===== src/lruilm_pkg.sv =====
package lruilm_pkg;

   // Default pool size and list head entry.
   localparam int LRUILM_ENTRIES    = 1024;
   localparam int LRUILM_ROOT_INDEX = 0;

   // Field widths of the item ports.
   localparam int MODE_W  = 3;
   localparam int INDEX_W = 10;

   // Operation codes carried in the mode field.
   localparam logic [MODE_W-1:0] MODE_ADD_HEAD  = 3'd0;
   localparam logic [MODE_W-1:0] MODE_ADD_TAIL  = 3'd1;
   localparam logic [MODE_W-1:0] MODE_MOVE_HEAD = 3'd2;
   localparam logic [MODE_W-1:0] MODE_MOVE_TAIL = 3'd3;
   localparam logic [MODE_W-1:0] MODE_REMOVE    = 3'd4;

   // Phase of the sequencer, as seen by the link datapath.
   typedef struct packed {
      logic       clearing;
      logic       evaluating;
      logic       writing;
      logic [1:0] slot;
      logic       finishing;
   } phase_type;

endpackage


===== src/lruilm_seq.sv =====
module lruilm_seq
   import lruilm_pkg::*;
(
   input  logic      clock,
   input  logic      reset,
   input  logic      req_valid,
   input  logic      clear_last,
   input  logic      apply,
   input  logic      rsp_free,
   output logic      req_stall,
   output phase_type phase
);

   localparam logic [2:0] S_CLEAR = 3'd0;
   localparam logic [2:0] S_IDLE  = 3'd1;
   localparam logic [2:0] S_EVAL  = 3'd2;
   localparam logic [2:0] S_WR0   = 3'd3;
   localparam logic [2:0] S_WR1   = 3'd4;
   localparam logic [2:0] S_WR2   = 3'd5;
   localparam logic [2:0] S_DONE  = 3'd6;

   logic [2:0] state_ff;
   logic [2:0] state_in;

   // Next state: clear pass, then one item at a time through up to three write steps.
   always_comb begin
      state_in = state_ff;
      case (state_ff)
         S_CLEAR: if (clear_last) state_in = S_IDLE;
         S_IDLE:  if (req_valid) state_in = S_EVAL;
         S_EVAL:  state_in = apply ? S_WR0 : S_DONE;
         S_WR0:   state_in = S_WR1;
         S_WR1:   state_in = S_WR2;
         S_WR2:   state_in = S_DONE;
         S_DONE:  if (rsp_free) state_in = S_IDLE;
         default: state_in = S_CLEAR;
      endcase
   end

   always_ff @(posedge clock) begin
      if (reset) begin
         state_ff <= S_CLEAR;
      end else begin
         state_ff <= state_in;
      end
   end

   // Phase decode for the datapath.
   always_comb begin
      phase.clearing   = (state_ff == S_CLEAR);
      phase.evaluating = (state_ff == S_EVAL);
      phase.writing    = (state_ff == S_WR0) || (state_ff == S_WR1) || (state_ff == S_WR2);
      phase.finishing  = (state_ff == S_DONE);
      case (state_ff)
         S_WR1:   phase.slot = 2'd1;
         S_WR2:   phase.slot = 2'd2;
         default: phase.slot = 2'd0;
      endcase
   end

   assign req_stall = (state_ff != S_IDLE);

endmodule


===== config.mk =====
export PLATFORM = sky130hd
export DESIGN_NAME = lruilm_seq
export DESIGN_NICKNAME = d
export VERILOG_FILES = /design/src/lruilm_pkg.sv /design/src/lruilm_seq.sv
export SDC_FILE = /design/constraint.sdc
export NUM_CORES = 1
export LEC_CHECK = 0
export BUFFER_PORTS_ARGS = -buffer_cell sky130_fd_sc_hd__buf_4
export CAP_MARGIN = 10
export CELL_PAD_IN_SITES_DETAIL_PLACEMENT = 0
export CELL_PAD_IN_SITES_GLOBAL_PLACEMENT = 1
export CORE_AREA = 2 2 39 41
export DETAILED_ROUTE_END_ITERATION = 12
export DIE_AREA = 0 0 41 43
export GPL_ROUTABILITY_DRIVEN = 0
export PLACE_DENSITY_LB_ADDON = 0.1
export SYNTH_ARGS = -nofsm -noshare
export SYNTH_HDL_FRONTEND = slang
export SYNTH_SLANG_ARGS = --single-unit

===== constraint.sdc =====
create_clock -name clock -period 1.6 [get_ports clock]
set_input_delay 0.24 -clock clock [delete_from_list [all_inputs] [get_ports clock]]
set_output_delay 0.24 -clock clock [all_outputs]
set_load 0.05 [all_outputs]

# Yosys cells after proc, flatten, opt, wreduce, memory -nomap -nowiden

Index checks and enable logic that the tools add are counted.

Register bits: 3
Bits in latches: 0
RAM bits: 0
Bits in read-only memories: 0
Output and inout bits: 7
Memories kept: 0

$add $sub $neg: 0
Multiply operators: 0
Divide/modulo/power cells: 0
$lt $le $gt $ge: 0
Equality and inequality tests: 10
Shift-type cells: 0
Mux-type cells: 6
Bitwise gates (word level): 0
Reductions and logical operators: 4

Operators with widths:

| kind               | count |
|---|---|
| $pmux 3 s7         | 1 |
| $mux 3             | 4 |
| $eq 3x3->1 const B | 3 |
| $eq 3x2->1 const B | 2 |
| $ne 2x2->1 const B | 3 |
| $pmux 2 s2         | 1 |
| $eq 3x1->1 const B | 1 |
| $logic_not 3->1    | 1 |
| $ne 3x1->1 const B | 1 |
| $reduce_and 3->1   | 1 |
| $logic_or 1x1->1   | 2 |

# Longest topological paths before layout

Depth in word-level cells: 3
Depth in mapped cells: 4

# Worst setup path before layout

Ideal clock, no wire load.

Path type: reg-to-output
From: register state_ff[2]
To: output port phase[3] (netlist name)
Arrival: 1.647 ns
Slack: -0.287 ns
Cell stages (with the launch flop): 4
Cell sequence: dfxtp_1 -> buf_2 -> inv_1 -> o21ai_0

RTL lines:

| element                | RTL line         | text |
|---|---|---|
| from (decl)            | lruilm_seq.sv:22 | `logic [2:0] state_ff;` |
| from (signal assigned) | lruilm_seq.sv:44 | `state_ff <= state_in;` |
| to (decl)              | lruilm_seq.sv:11 | `output phase_type phase` |

==> summary.md <==
| Metric | Value |
|---|---|
| Status | `complete, no violations` |
| CTS max path bufs | `2` |
| R2r worst-path depth | `3` |
| Die X | `41 um` |
| WS Path Type | `flip-flop to output port` |
| HPWL after detailed placement | `446 um` |
| Ant diodes | `0` |
| Worst Setup EP | `phase[1]` |
| CP required | `1.36 ns` |
| Crit path launch type | `flip-flop` |
| Worst Hold Class | `input pin to flip-flop` |
| Max_cap viols | `0` |
| Initial Util | `16.6%` |
| VDD IR-drop max | `0.309 mV` |
| Critical Path Fanout Max | `8` |
| Grt total ovfl | `0` |
| Most frequent cells in the layout | `buf_4 (12), nor3_1 (4), clkbuf_4 (3), dfxtp_1 (3)` |
| Site row count | `14` |
| Total track usage | `8.12%` |
| Final WL | `572 um` |
| Layout cell share with drive strength beyond 1 | `41.9%` |
| Final ANT Viol Nets | `0` |
| Synth Warn # | `0` |
| Inserted Clock Buffers | `3` |
| Top flop regs | `state_ff: 3 flops` |
| Nets@finish | `50` |
| Fin crit share | `93.4%` |
| DRC errors left | `0` |
| Max FFs per register | `3` |
| Worst slew pin tran | `0.405 ns` |
| P_leak | `0.147 nW` |
| Setup Viol. Count Final | `0` |
| Routed via count | `249` |
| Hold Fails Final Rpt | `0` |
| Cell area power density | `1070 nW/um^2` |
| Post-Synthesis Net Count | `36` |
| Area of the mapped netlist | `230 sq um` |
| Gates resized, CTS repair | `0` |
| Port Buffers | `12` |
| Skew final | `0.00359 ns` |
| RSZ-0062 raised after global routing | `false` |
| FF-to-FF Start | `state_ff[1]` |
| Number of synthesized register bits | `3` |
| Worst setup margin | `0.106 ns` |
| Largest Register | `state_ff` |
| Fin crit period | `1.49 ns` |
| Reg2Reg Capture Point | `state_ff[1]` |
| Worst path max stage delay | `0.44 ns` |
| FMAX | `669 MHz` |
| Level count of the clock H-tree | `1` |
| Initial antenna violation count | `0` |
| Setup bufs post-CTS | `0` |
| CTS sink cnt | `3` |
| Final core occ | `24.8%` |
| Routed wl met2 | `273 um` |
| IO Count | `13` |
| Area grow syn2layout | `48.9%` |
| Setup WS pre-CTS | `0.342 ns` |
| Vias per Instance | `4.22` |
| CTS tree | `done` |
| DR iter-0 viols | `2` |
| CP max stage cell | `dfxtp_1` |
| Core ar. | `1380 sq um` |
| Clk_lat worst skew | `0.23 ns` |
| Avg Inst Size Synth | `7.67 sq um` |
| Largest net degree at the start of global routing | `15` |
| Hold depth | `2` |
| Die H | `43 um` |
| Yosys cell types | `18` |
| Die Area | `1760 sq um` |
| First-pass GRT wire length | `931 um` |
| Top routing layer used | `met3` |
| Most common cell after layout, fill and taps aside | `buf_4` |
| Crit path capture type | `output port` |
| Post-CTS Hold Fix Bufs | `0` |
| CP arrival | `1.25 ns` |
| First-pass DRT Iterations | `2` |
| Clock-pin slew on the worst setup and hold paths | `0.04 ns` |
| Seq/Total Area, Yosys | `26.1%` |
| Vias in the first global route | `229` |
| FF-to-FF setup slack | `0.54 ns` |
| Met3 Routed Length | `52 um` |
| WL/cell | `9.69 um` |
| CTS root buf | `clkbuf_4` |
| Slew Limit Headroom | `72.9%` |
| Met1 wire length | `246 um` |
| CP cell instances | `inv_1 > nor3_1 > buf_4` |
| Max-slew violation count | `0` |
| Setup crit start | `state_ff[2]` |
| Cells after Synth | `30` |
per-stage QoR:
| stage | power [W] | cell area (sq um) | setup TNS [ns] | hold slack (ns) | cells |
|---|---|---|---|---|---|
| 3_3_place_gp | 0.000243 | 317 | 0 | 0.426 | 55 |
| 5_1_grt | 0.000393 | 343 | 0 | 0.194 | 59 |
| 3_5_place_dp | 0.000243 | 317 | 0 | 0.427 | 55 |
| 6_report | 0.000368 | 343 | 0 | 0.186 | 59 |
| 2_1_floorplan | 0.000207 | 230 | -0.955 | 0.306 | 30 |
| 4_1_cts | 0.000378 | 343 | 0 | 0.178 | 59 |
layout make-up:
cell class | count | area, sq um
inverter | 3 | 16.3
clock buffer | 4 | 26.3
timing repair buffer | 12 | 90.1
sequential | 3 | 60.1
multi-input combinational | 21 | 130
fill | 171 | 1040
tap | 16 | 20.0
report_power, final:
part / internal, W / leakage [nW] / switching [W]
combinational: 0.0000483 / 0.108 / 0.0000876
sequential: 0.0000828 / 0.0247 / 0.0000212
clock: 0.0000931 / 0.0150 / 0.0000352
total: 0.000224 / 0.147 / 0.000144
cells by family (layout without fill, tap and decap cells):
kind of cell | count (synthesis) | in the layout | share of synthesized area, %
AND/OR/NAND/NOR | 10 | 10 | 21.2
flip-flops | 3 | 3 | 26.1
multiplexers | 1 | 1 | 4.35
AO/OA/AOI/OAI | 10 | 10 | 31.0
buffers and inverters | 6 | 19 | 17.4
layer usage:
layer  up-vias  GRT usage, %
met3         0          1.57
met2         9          11.3
li1        133             -
met5         -             0
met1       107          8.65
met4         0          10.0
Yosys cell counts:
| master | number | area share [%] |
|---|---|---|
| nor3_1 | 4 | 8.7 |
| dfxtp_1 | 3 | 26 |
| o21ai_0 | 3 | 6.5 |
| a21oi_1 | 2 | 4.3 |
| inv_1 | 2 | 3.3 |
| nand2_1 | 2 | 3.3 |
| nand3_1 | 2 | 4.3 |
| o211ai_1 | 2 | 6.5 |
| a211o_1 | 1 | 3.8 |
| a221oi_2 | 1 | 6.5 |
| and3_2 | 1 | 3.3 |
| buf_2 | 1 | 2.2 |
| buf_4 | 1 | 3.3 |
| buf_6 | 1 | 4.9 |
| inv_6 | 1 | 3.8 |
| mux2i_1 | 1 | 4.3 |
| nor2_1 | 1 | 1.6 |
| o21bai_1 | 1 | 3.3 |
worst max-delay path, delay by kind of cell (launching register included):
kind | cells | cell delay, ns
flip-flops | 1 | 0.44
buffers and inverters | 2 | 0.38
AND/OR/NAND/NOR | 1 | 0.19
how the worst min path moves through the flow:
stage	to	slack, ns	start
floorplan	state_ff[0]	0.31	reset
global placement	state_ff[0]	0.43	reset
detailed placement	state_ff[0]	0.43	reset
CTS	state_ff[0]	0.18	reset
global route	state_ff[0]	0.19	reset
finish	state_ff[0]	0.19	reset
Note: power is estimated with default switching activity, not from simulation.
